<file path="src/rtl/rms_pkg.sv">
`timescale 1ns / 1ps
// Shared types, constants and codes for the region-of-interest mean saturation block.
// Used by every module under rtl; depends on nothing else.
package rms_pkg;

	localparam int MAX_WIDTH_DEF  = 4096;
	localparam int MAX_HEIGHT_DEF = 4096;

	localparam int DIM_W       = 13;
	localparam int FRAC_W      = 17;
	localparam int FRAC_SHIFT  = 16;
	localparam int CFG_IDX_W   = 3;
	localparam int CFG_DATA_W  = 17;
	localparam int CHAN_W      = 8;
	localparam int SAT_W       = 17;
	localparam int SUM_W       = 41;
	localparam int CNT_W       = 25;
	localparam int QUEUE_DEPTH = 4;

	localparam logic [CNT_W-1:0] COUNT_MAX = '1;

	localparam logic [CFG_IDX_W-1:0] REG_FRAME_WIDTH  = 3'd0;
	localparam logic [CFG_IDX_W-1:0] REG_FRAME_HEIGHT = 3'd1;
	localparam logic [CFG_IDX_W-1:0] REG_ROI_LEFT     = 3'd2;
	localparam logic [CFG_IDX_W-1:0] REG_ROI_TOP      = 3'd3;
	localparam logic [CFG_IDX_W-1:0] REG_ROI_RIGHT    = 3'd4;
	localparam logic [CFG_IDX_W-1:0] REG_ROI_BOTTOM   = 3'd5;

	localparam logic [DIM_W-1:0]  FRAME_WIDTH_RST  = 13'd320;
	localparam logic [DIM_W-1:0]  FRAME_HEIGHT_RST = 13'd240;
	localparam logic [FRAC_W-1:0] FRAC_ZERO        = 17'd0;
	localparam logic [FRAC_W-1:0] FRAC_ONE         = 17'd65536;

	localparam logic STATUS_OK    = 1'b0;
	localparam logic STATUS_EMPTY = 1'b1;

	typedef struct packed {
		logic [CHAN_W-1:0] red;
		logic [CHAN_W-1:0] green;
		logic [CHAN_W-1:0] blue;
		logic              frame_end;
	} pix_in_t;

	typedef struct packed {
		logic [SAT_W-1:0] mean_saturation;
		logic             status;
	} res_t;

	// One classified pixel as it travels from the front to the back.
	typedef struct packed {
		logic [CHAN_W-1:0] red;
		logic [CHAN_W-1:0] green;
		logic [CHAN_W-1:0] blue;
		logic              in_roi;
		logic              last;
	} fe_entry_t;

	typedef struct packed {
		logic             start;
		logic [SUM_W-1:0] num;
		logic [CNT_W-1:0] den;
	} div_req_t;

	typedef struct packed {
		logic             done;
		logic [SAT_W-1:0] quo;
	} div_rsp_t;

	typedef enum logic [2:0] {
		ST_IDLE,
		ST_CHECK,
		ST_SAT,
		ST_FIN,
		ST_MEAN,
		ST_OUT
	} back_state_t;

endpackage

</file>
<file path="src/rtl/rms_front.sv">
`timescale 1ns / 1ps
// Front end: configuration registers, region bounds, column/row tracking and
// classification of each accepted pixel. Depends on rms_pkg.
module rms_front #(
	parameter int MAX_WIDTH  = rms_pkg::MAX_WIDTH_DEF,
	parameter int MAX_HEIGHT = rms_pkg::MAX_HEIGHT_DEF
) (
	input  logic                                clk,
	input  logic                                arst_n,
	input  logic                                in_valid,
	output logic                                in_ready,
	input  rms_pkg::pix_in_t                    in_data,
	input  logic                                cfg_we,
	input  logic [rms_pkg::CFG_IDX_W-1:0]       cfg_index,
	input  logic [rms_pkg::CFG_DATA_W-1:0]      cfg_wdata,
	input  logic                                fifo_full,
	output logic                                push,
	output rms_pkg::fe_entry_t                  push_data
);

	localparam int WD_W   = $clog2(MAX_WIDTH + 1);
	localparam int HD_W   = $clog2(MAX_HEIGHT + 1);
	localparam int COL_W  = $clog2(MAX_WIDTH);
	localparam int ROW_W  = $clog2(MAX_HEIGHT);
	localparam int XP_W   = rms_pkg::FRAC_W + WD_W;
	localparam int YP_W   = rms_pkg::FRAC_W + HD_W;
	localparam int XB_W   = XP_W - rms_pkg::FRAC_SHIFT;
	localparam int YB_W   = YP_W - rms_pkg::FRAC_SHIFT;

	logic [rms_pkg::DIM_W-1:0]  frame_width_q, frame_height_q;
	logic [rms_pkg::FRAC_W-1:0] roi_left_q, roi_top_q, roi_right_q, roi_bottom_q;
	logic                       bnd_ok_q;
	logic [XB_W-1:0]            x0_q, x1_q;
	logic [YB_W-1:0]            y0_q, y1_q;
	logic [COL_W-1:0]           column_q;
	logic [ROW_W-1:0]           row_q;

	logic [WD_W-1:0] w_eff;
	logic [HD_W-1:0] h_eff;
	logic [XP_W-1:0] px0, px1;
	logic [YP_W-1:0] py0, py1;
	logic [XB_W-1:0] x1_c;
	logic [YB_W-1:0] y1_c;
	logic            in_roi;
	logic            col_wrap, row_wrap;
	logic            accept;

	always_comb begin
		if (frame_width_q == '0) begin
			w_eff = WD_W'(1);
		end else if (32'(frame_width_q) > MAX_WIDTH) begin
			w_eff = WD_W'(MAX_WIDTH);
		end else begin
			w_eff = WD_W'(frame_width_q);
		end
		if (frame_height_q == '0) begin
			h_eff = HD_W'(1);
		end else if (32'(frame_height_q) > MAX_HEIGHT) begin
			h_eff = HD_W'(MAX_HEIGHT);
		end else begin
			h_eff = HD_W'(frame_height_q);
		end
	end

	assign px0 = XP_W'(roi_left_q) * XP_W'(w_eff);
	assign px1 = XP_W'(roi_right_q) * XP_W'(w_eff);
	assign py0 = YP_W'(roi_top_q) * YP_W'(h_eff);
	assign py1 = YP_W'(roi_bottom_q) * YP_W'(h_eff);

	assign x1_c = (x1_q > XB_W'(w_eff)) ? XB_W'(w_eff) : x1_q;
	assign y1_c = (y1_q > YB_W'(h_eff)) ? YB_W'(h_eff) : y1_q;

	assign in_roi = (XB_W'(column_q) >= x0_q) && (XB_W'(column_q) < x1_c) &&
			(YB_W'(row_q) >= y0_q) && (YB_W'(row_q) < y1_c);

	assign col_wrap = (WD_W'(column_q) + WD_W'(1)) >= w_eff;
	assign row_wrap = (HD_W'(row_q) + HD_W'(1)) >= h_eff;

	// The bound registers take the new configuration in the cycle after a write,
	// and input is held off until they have it.
	assign in_ready = bnd_ok_q && !fifo_full;
	assign accept   = in_valid && in_ready;
	assign push     = accept;

	assign push_data.red    = in_data.red;
	assign push_data.green  = in_data.green;
	assign push_data.blue   = in_data.blue;
	assign push_data.in_roi = in_roi;
	assign push_data.last   = in_data.frame_end;

	always_ff @(posedge clk) begin
		x0_q <= px0[XP_W-1:rms_pkg::FRAC_SHIFT];
		x1_q <= px1[XP_W-1:rms_pkg::FRAC_SHIFT];
		y0_q <= py0[YP_W-1:rms_pkg::FRAC_SHIFT];
		y1_q <= py1[YP_W-1:rms_pkg::FRAC_SHIFT];
	end

	always_ff @(posedge clk or negedge arst_n) begin
		if (!arst_n) begin
			frame_width_q  <= rms_pkg::FRAME_WIDTH_RST;
			frame_height_q <= rms_pkg::FRAME_HEIGHT_RST;
			roi_left_q     <= rms_pkg::FRAC_ZERO;
			roi_top_q      <= rms_pkg::FRAC_ZERO;
			roi_right_q    <= rms_pkg::FRAC_ONE;
			roi_bottom_q   <= rms_pkg::FRAC_ONE;
			bnd_ok_q       <= 1'b0;
		end else begin
			bnd_ok_q <= !cfg_we;
			if (cfg_we) begin
				case (cfg_index)
					rms_pkg::REG_FRAME_WIDTH: begin
						frame_width_q <= cfg_wdata[rms_pkg::DIM_W-1:0];
					end
					rms_pkg::REG_FRAME_HEIGHT: begin
						frame_height_q <= cfg_wdata[rms_pkg::DIM_W-1:0];
					end
					rms_pkg::REG_ROI_LEFT: begin
						roi_left_q <= cfg_wdata;
					end
					rms_pkg::REG_ROI_TOP: begin
						roi_top_q <= cfg_wdata;
					end
					rms_pkg::REG_ROI_RIGHT: begin
						roi_right_q <= cfg_wdata;
					end
					rms_pkg::REG_ROI_BOTTOM: begin
						roi_bottom_q <= cfg_wdata;
					end
					default: begin
					end
				endcase
			end
		end
	end

	always_ff @(posedge clk or negedge arst_n) begin
		if (!arst_n) begin
			column_q <= '0;
			row_q    <= '0;
		end else if (accept) begin
			if (in_data.frame_end) begin
				column_q <= '0;
				row_q    <= '0;
			end else if (col_wrap) begin
				column_q <= '0;
				row_q    <= row_wrap ? '0 : row_q + ROW_W'(1);
			end else begin
				column_q <= column_q + COL_W'(1);
			end
		end
	end

endmodule

</file>
<file path="src/rtl/rms_fifo.sv">
`timescale 1ns / 1ps
// Short register queue between the front and the back end.
// Depends on rms_pkg for the entry type and depth.
module rms_fifo (
	input  logic               clk,
	input  logic               arst_n,
	input  logic               push,
	input  rms_pkg::fe_entry_t push_data,
	input  logic               pop,
	output rms_pkg::fe_entry_t pop_data,
	output logic               full,
	output logic               empty
);

	localparam int DEPTH = rms_pkg::QUEUE_DEPTH;
	localparam int AW    = $clog2(DEPTH);

	rms_pkg::fe_entry_t entry_q [DEPTH];
	logic [AW:0]        wr_ptr_q, rd_ptr_q;

	assign empty    = (wr_ptr_q == rd_ptr_q);
	assign full     = (wr_ptr_q[AW-1:0] == rd_ptr_q[AW-1:0]) && (wr_ptr_q[AW] != rd_ptr_q[AW]);
	assign pop_data = entry_q[rd_ptr_q[AW-1:0]];

	always_ff @(posedge clk) begin
		if (push) begin
			entry_q[wr_ptr_q[AW-1:0]] <= push_data;
		end
	end

	always_ff @(posedge clk or negedge arst_n) begin
		if (!arst_n) begin
			wr_ptr_q <= '0;
			rd_ptr_q <= '0;
		end else begin
			if (push) begin
				wr_ptr_q <= wr_ptr_q + (AW+1)'(1);
			end
			if (pop) begin
				rd_ptr_q <= rd_ptr_q + (AW+1)'(1);
			end
		end
	end

endmodule

</file>
<file path="src/rtl/rms_div.sv">
`timescale 1ns / 1ps
// Iterative restoring divider, one quotient bit per cycle, for quotients that
// fit in SAT_W bits. Depends on rms_pkg for widths and request types.
module rms_div (
	input  logic              clk,
	input  logic              arst_n,
	input  rms_pkg::div_req_t req,
	output rms_pkg::div_rsp_t rsp
);

	localparam int NUM_W = rms_pkg::SUM_W;
	localparam int DEN_W = rms_pkg::CNT_W;
	localparam int Q_W   = rms_pkg::SAT_W;
	localparam int CW    = $clog2(Q_W + 1);

	logic [DEN_W-1:0] rem_q, den_q;
	logic [Q_W-1:0]   low_q;
	logic [CW-1:0]    cnt_q;
	logic             busy_q, done_q;

	logic [DEN_W:0]   trial, diff;
	logic             ge;

	// The callers guarantee the quotient fits, so the upper bits of the
	// numerator are already below the divisor and start as the remainder.
	assign trial = {rem_q, low_q[Q_W-1]};
	assign diff  = trial - {1'b0, den_q};
	assign ge    = (trial >= {1'b0, den_q});

	assign rsp.done = done_q;
	assign rsp.quo  = low_q;

	always_ff @(posedge clk) begin
		if (req.start) begin
			rem_q <= DEN_W'(req.num[NUM_W-1:Q_W]);
			low_q <= req.num[Q_W-1:0];
			den_q <= req.den;
		end else if (busy_q) begin
			rem_q <= ge ? diff[DEN_W-1:0] : trial[DEN_W-1:0];
			low_q <= {low_q[Q_W-2:0], ge};
		end
	end

	always_ff @(posedge clk or negedge arst_n) begin
		if (!arst_n) begin
			busy_q <= 1'b0;
			done_q <= 1'b0;
			cnt_q  <= '0;
		end else begin
			done_q <= busy_q && (cnt_q == CW'(1));
			if (req.start) begin
				busy_q <= 1'b1;
				cnt_q  <= CW'(Q_W);
			end else if (busy_q) begin
				cnt_q <= cnt_q - CW'(1);
				if (cnt_q == CW'(1)) begin
					busy_q <= 1'b0;
				end
			end
		end
	end

endmodule

</file>
<file path="src/rtl/rms_back.sv">
`timescale 1ns / 1ps
// Back end: takes classified pixels from the queue, computes saturation,
// accumulates, and produces the frame mean. Depends on rms_pkg and drives rms_div.
module rms_back (
	input  logic               clk,
	input  logic               arst_n,
	input  logic               fifo_empty,
	output logic               pop,
	input  rms_pkg::fe_entry_t pop_data,
	output rms_pkg::div_req_t  div_req,
	input  rms_pkg::div_rsp_t  div_rsp,
	output logic               out_valid,
	input  logic               out_ready,
	output rms_pkg::res_t      out_data
);

	localparam int CW = rms_pkg::CHAN_W;

	rms_pkg::back_state_t       state_q, state_d;
	rms_pkg::fe_entry_t         cur_s1;
	logic [rms_pkg::SUM_W-1:0]  sum_q;
	logic [rms_pkg::CNT_W-1:0]  count_q;
	rms_pkg::res_t              res_q;
	logic                       out_valid_q;
	rms_pkg::res_t              out_data_q;

	logic [CW-1:0]              mx, mn, rg_mx, rg_mn;
	logic                       count_ok;
	logic                       acc_en, clear, res_set;
	logic [rms_pkg::SAT_W-1:0]  acc_val;
	rms_pkg::res_t              res_d;

	always_comb begin
		rg_mx = (cur_s1.green > cur_s1.red) ? cur_s1.green : cur_s1.red;
		rg_mn = (cur_s1.green < cur_s1.red) ? cur_s1.green : cur_s1.red;
		mx    = (cur_s1.blue > rg_mx) ? cur_s1.blue : rg_mx;
		mn    = (cur_s1.blue < rg_mn) ? cur_s1.blue : rg_mn;
	end

	// Once the count saturates, later pixels are neither counted nor summed.
	assign count_ok = cur_s1.in_roi && (count_q != rms_pkg::COUNT_MAX);

	always_comb begin
		state_d = state_q;
		case (state_q)
			rms_pkg::ST_IDLE: begin
				if (!fifo_empty) begin
					state_d = rms_pkg::ST_CHECK;
				end
			end
			rms_pkg::ST_CHECK: begin
				if (count_ok && (mx != '0)) begin
					state_d = rms_pkg::ST_SAT;
				end else if (cur_s1.last) begin
					state_d = rms_pkg::ST_FIN;
				end else begin
					state_d = rms_pkg::ST_IDLE;
				end
			end
			rms_pkg::ST_SAT: begin
				if (div_rsp.done) begin
					state_d = cur_s1.last ? rms_pkg::ST_FIN : rms_pkg::ST_IDLE;
				end
			end
			rms_pkg::ST_FIN: begin
				state_d = (count_q == '0) ? rms_pkg::ST_OUT : rms_pkg::ST_MEAN;
			end
			rms_pkg::ST_MEAN: begin
				if (div_rsp.done) begin
					state_d = rms_pkg::ST_OUT;
				end
			end
			rms_pkg::ST_OUT: begin
				if (!out_valid_q) begin
					state_d = rms_pkg::ST_IDLE;
				end
			end
			default: begin
				state_d = rms_pkg::ST_IDLE;
			end
		endcase
	end

	always_comb begin
		pop           = 1'b0;
		div_req.start = 1'b0;
		div_req.num   = rms_pkg::SUM_W'(mx - mn) << rms_pkg::FRAC_SHIFT;
		div_req.den   = rms_pkg::CNT_W'(mx);
		acc_en        = 1'b0;
		acc_val       = div_rsp.quo;
		clear         = 1'b0;
		res_set       = 1'b0;
		res_d.mean_saturation = div_rsp.quo;
		res_d.status          = rms_pkg::STATUS_OK;
		case (state_q)
			rms_pkg::ST_IDLE: begin
				pop = !fifo_empty;
			end
			rms_pkg::ST_CHECK: begin
				if (count_ok && (mx != '0)) begin
					div_req.start = 1'b1;
				end else if (count_ok) begin
					// Black pixel: saturation is zero but the pixel still counts.
					acc_en  = 1'b1;
					acc_val = '0;
				end
			end
			rms_pkg::ST_SAT: begin
				acc_en = div_rsp.done;
			end
			rms_pkg::ST_FIN: begin
				if (count_q == '0) begin
					res_set               = 1'b1;
					res_d.mean_saturation = '0;
					res_d.status          = rms_pkg::STATUS_EMPTY;
				end else begin
					div_req.start = 1'b1;
					div_req.num   = sum_q;
					div_req.den   = count_q;
				end
			end
			rms_pkg::ST_MEAN: begin
				res_set = div_rsp.done;
			end
			rms_pkg::ST_OUT: begin
				clear = !out_valid_q;
			end
			default: begin
			end
		endcase
	end

	assign out_valid = out_valid_q;
	assign out_data  = out_data_q;

	always_ff @(posedge clk) begin
		if (pop) begin
			cur_s1 <= pop_data;
		end
		if (res_set) begin
			res_q <= res_d;
		end
		if (clear) begin
			out_data_q <= res_q;
		end
	end

	always_ff @(posedge clk or negedge arst_n) begin
		if (!arst_n) begin
			state_q     <= rms_pkg::ST_IDLE;
			sum_q       <= '0;
			count_q     <= '0;
			out_valid_q <= 1'b0;
		end else begin
			state_q <= state_d;
			if (clear) begin
				sum_q   <= '0;
				count_q <= '0;
			end else if (acc_en) begin
				sum_q   <= sum_q + rms_pkg::SUM_W'(acc_val);
				count_q <= count_q + rms_pkg::CNT_W'(1);
			end
			if (clear) begin
				out_valid_q <= 1'b1;
			end else if (out_ready) begin
				out_valid_q <= 1'b0;
			end
		end
	end

endmodule

</file>
<file path="src/rtl/roi_mean_saturation.sv">
`timescale 1ns / 1ps
// Mean HSV saturation over a rectangular region of interest of a raster frame.
// Top level; depends on rms_pkg, rms_front, rms_fifo, rms_back and rms_div.
//
// Usage: pixels enter on the in_valid/in_ready channel in raster order, one
// beat per pixel, with frame_end set on the last pixel of a frame. One result
// beat leaves on out_valid/out_ready for every frame_end pixel: the mean
// saturation of the region in Q1.16, or status set when the region held no
// pixel. Registers are written through cfg_we/cfg_index/cfg_wdata while the
// block is idle; in_ready drops for the cycle after each write while the
// region bounds are recomputed.
// Throughput: the back end handles one pixel at a time. A pixel outside the
// region, or a black one, needs only the check; a pixel inside the region also
// waits for the 17-step shared divider. A frame end adds the mean division,
// when the region held pixels, and the output load. The front accepts into a
// 4-entry queue, so short bursts enter at one pixel per cycle while it has room.
// Reset clears counters, sums, queue and output and restores the register
// defaults (320 x 240, full frame). When the receiver stalls, the result holds
// in the output register, the back end waits to load the next one, and the
// queue fills until in_ready drops.
module roi_mean_saturation #(
	parameter int MAX_WIDTH  = rms_pkg::MAX_WIDTH_DEF,
	parameter int MAX_HEIGHT = rms_pkg::MAX_HEIGHT_DEF
) (
	input  logic                           clk,
	input  logic                           arst_n,
	input  logic                           in_valid,
	output logic                           in_ready,
	input  rms_pkg::pix_in_t               in_data,
	output logic                           out_valid,
	input  logic                           out_ready,
	output rms_pkg::res_t                  out_data,
	input  logic                           cfg_we,
	input  logic [rms_pkg::CFG_IDX_W-1:0]  cfg_index,
	input  logic [rms_pkg::CFG_DATA_W-1:0] cfg_wdata
);

	logic               push, pop, fifo_full, fifo_empty;
	rms_pkg::fe_entry_t push_data, pop_data;
	rms_pkg::div_req_t  div_req;
	rms_pkg::div_rsp_t  div_rsp;

	rms_front #(
		.MAX_WIDTH  (MAX_WIDTH),
		.MAX_HEIGHT (MAX_HEIGHT)
	) u_front (
		.clk       (clk),
		.arst_n    (arst_n),
		.in_valid  (in_valid),
		.in_ready  (in_ready),
		.in_data   (in_data),
		.cfg_we    (cfg_we),
		.cfg_index (cfg_index),
		.cfg_wdata (cfg_wdata),
		.fifo_full (fifo_full),
		.push      (push),
		.push_data (push_data)
	);

	rms_fifo u_fifo (
		.clk       (clk),
		.arst_n    (arst_n),
		.push      (push),
		.push_data (push_data),
		.pop       (pop),
		.pop_data  (pop_data),
		.full      (fifo_full),
		.empty     (fifo_empty)
	);

	rms_back u_back (
		.clk        (clk),
		.arst_n     (arst_n),
		.fifo_empty (fifo_empty),
		.pop        (pop),
		.pop_data   (pop_data),
		.div_req    (div_req),
		.div_rsp    (div_rsp),
		.out_valid  (out_valid),
		.out_ready  (out_ready),
		.out_data   (out_data)
	);

	rms_div u_div (
		.clk    (clk),
		.arst_n (arst_n),
		.req    (div_req),
		.rsp    (div_rsp)
	);

endmodule

</file>
<file path="config.mk">
export PLATFORM = sky130hd
export DESIGN_NAME = roi_mean_saturation
export DESIGN_NICKNAME = d
export VERILOG_FILES = /design/src/rtl/rms_pkg.sv /design/src/rtl/rms_front.sv /design/src/rtl/rms_fifo.sv /design/src/rtl/rms_div.sv /design/src/rtl/rms_back.sv /design/src/rtl/roi_mean_saturation.sv
export SDC_FILE = /design/constraint.sdc
export NUM_CORES = 2
export LEC_CHECK = 0
export BUFFER_PORTS_ARGS = -buffer_cell sky130_fd_sc_hd__buf_2
export CAP_MARGIN = 30
export CORE_MARGIN = 8
export CORE_UTILIZATION = 38
export CTS_CLUSTER_DIAMETER = 150
export CTS_CLUSTER_SIZE = 28
export DETAILED_ROUTE_END_ITERATION = 7
export SLEW_MARGIN = 20
export SYNTH_ARGS = -nofsm -noshare
export SYNTH_HDL_FRONTEND = slang
export SYNTH_SLANG_ARGS = --single-unit
export TNS_END_PERCENT = 1
</file>
<file path="constraint.sdc">
create_clock -name clk -period 16.9 [get_ports clk]
set_input_delay 4.225 -clock clk [delete_from_list [all_inputs] [get_ports clk]]
set_output_delay 4.225 -clock clk [all_outputs]
set_load 0.02 [all_outputs]
</file>
==> out/metrics.yaml <==
outcome:
  status: "finished clean"
worst_setup_path:
  arrival_ns: 8.60
  critPathLaunch: "u_back.cur_s1[11]"
  end_kind: "flip-flop"
  cp_slowest_stage_delay_ns: 0.68
  critPathBufInv: 0
  cp_max_fo: 16
  worstSetupPathType: "flip-flop to flip-flop"
  cp_top_family: "compound AO/OA/AOI/OAI gates"
  cp_slowest_cell: "a31oi_1"
  cp.required_ns: 17.40
  r2r_start: "u_back.cur_s1[11]"
  worstSetupStartpointType: "flip-flop"
clock_network:
  cts_inserted_buffers: 21
  path_clk_slew_ns: 0.12
  post_cts_buffers: 0
  cts_sinks: 491
  post_cts_resized: 0
  cts_hold_buf: 0
  insertion_delay_ns: 0.63
  htree_levels: 1
  cts_buffer_depth: 3
  cts_tree: "built"
  cts-root-buf: "clkbuf_16"
floorplan:
  die_x_um: 383.5
  die-height_um: 383.5
  boundaryPins: 70
  start_util_pct: 38.08
  coreArea_sq_um: 134800
  dieArea_sq_um: 147100
  rows: 135
timing:
  timing.final.crit_period_ns: 8.102
  drv_slew: 0
  hold_viol_final: 0
  relSlewSlack_pct: 41.40
  setup_violations: 0
  rsz0062_at_grt: "false"
  setup_tns_ns: 0
  finClkSkew_ns: 0.03523
  worstMarginPinSlew_ns: 0.8789
  fin_crit_sh_pct: 47.94
  max_freq_ghz: 0.1234
layout:
  areaGrowthSynthToFinish_pct: 5.472
  layout-drive-gt1-share_pct: 6.949
  nets: 6358
place:
  hpwl_mm: 93.71
  gp_congestion: 0.8217
  io_buffers: 69
global_routing:
  grt_antenna_before_repair: 15
  grt_pass1_wl_mm: 207.0
  first_global_vias: 37992
  grt_util_all_layers_pct: 17.26
  gr-total-overflow: 0
  grt_max_degree: 99
synthesis:
  synth_cell_type_count: 87
  synth.most_common_cell: "inv_1"
  synth.top_cells.by_area: "fa_1 26%, edfxtp_1 14%, ha_1 11%"
  netlist_instances: 5280
  synth.net_count: 6458
  synth-main-ff-cell: "edfxtp_1"
  synth_top_area_share_pct: 25.70
  synth-edff-count: 232
  yosysWarnings: 0
  synth_top_area_cell: "fa_1"
  synthTopCellsByCount: "905 x inv_1, 879 x nand2_1, 659 x fa_1, 469 x ha_1"
  syn_area_per_cell_sq_um: 9.722
  ys_ff_latch: 491
  async_flop_share_pct: 41.14
  syn-cell-area_sq_um: 51330
  synth.yosys.seq_area_share_pct: 25.66
routing:
  viasPerCell: 5.136
  routed_wl_mm: 125.8
  drtPass1Iterations: 5
  drc: 0
  drt_iter0_markers: 2132
  vias: 35852
  wire_per_inst_um: 18.03
  ant_nets: 0
job:
  cap_violations: 0
worst_hold_path:
  min_path_type: "flip-flop to flip-flop"
  worstHoldStart: "u_back.res_q[16]"
cells in the final DEF, fill, tap and decap left out, types with 63 or more instances in the layout:
cell      instances
buf_2            68
nor2_1          160
dfrtp_1         191
edfxtp_1        232
nand2_1         879
inv_1           904
ha_1            469
nand3_1          66
xnor2_1         107
mux2_2          101
a21oi_1         138
and2_1          216
o21ai_0         122
fa_1            659
and3_1           63
layer usage:
metal	track usage, %	vias up	share of wire (%)
met5	0	-	0
met4	3.804	0	2.4
met3	2.482	176	5.0
met2	29.56	818	48
met1	23.24	18187	45
li1	-	16671	-
state kept, by name, summed over array words and instances (netlist names), 5 cells and up:
register / count
u_div.low_q: 17
u_front.y0_q: 14
u_back.sum_q: 41
u_back.count_q: 25
u_back.cur_s1: 26
u_front.y1_q: 14
u_div.den_q: 25
u_front.frame_width_q: 13
u_front.roi_top_q: 17
u_back.res_q: 18
u_div.cnt_q: 5
u_front.row_q: 12
u_front.x1_q: 14
u_div.rem_q: 25
u_front.roi_right_q: 17
u_back.out_data: 18
u_fifo.entry_q: 104
u_front.roi_left_q: 17
u_front.roi_bottom_q: 17
u_front.x0_q: 14
u_front.column_q: 12
u_front.frame_height_q: 13
layout make-up:
class / instances / area, sq um
Fill cell: 13186 / 80650
Multi-Input combinational cell: 3631 / 33900
Sequential cell: 491 / 13180
Inverter: 907 / 3405
Tap cell: 1781 / 2228
Timing Repair Buffer: 128 / 825.8
Clock buffer: 35 / 578.1
Clock inverter: 3 / 23.77
Antenna cell: 4 / 10.01
through the flow:
stage               worst slack (ns)  std cells  utilization, %  area [sq um]  hold WS [ns]
CTS                            8.751       6974           40.13         54100        0.4273
global placement               9.019       6933           39.67         53470        0.4047
floorplan                      10.03       5280               -         51330        0.4003
finish                         8.798       6980           40.17         54140        0.4217
global route                   8.292       6977           40.16         54140        0.4394
detailed placement             8.814       6936           39.69         53500        0.4045
cells by family after synthesis:
logic type / after synthesis / synth area share (%)
DFF: 491 / 25.66
xor gates and xnor gates: 154 / 2.627
buffers and inverters: 1158 / 8.514
adders and majority gates: 1128 / 37.13
AOI/OAI and AO/OA: 561 / 7.366
and+or+nand+nor: 1624 / 14.62
muxes: 164 / 4.078
worst paths after layout:
path / to / slack, ns / depth (start not counted)
worst min register to register: u_back.out_data[16] / 0.42 / 0
worst max-delay path: u_back.sum_q[30] / 8.80 / 28
worst max register to register: u_back.sum_q[30] / 8.80 / 28
min in group asynchronous: u_front.roi_bottom_q[15] / 3.60 / 1
max in group asynchronous: u_back.count_q[13] / 11.16 / 3
worst min-delay path: u_back.out_data[16] / 0.42 / 0
Power is not shown: default switching activity piles up to over one toggle a cycle in this logic, so the estimate is an artifact.
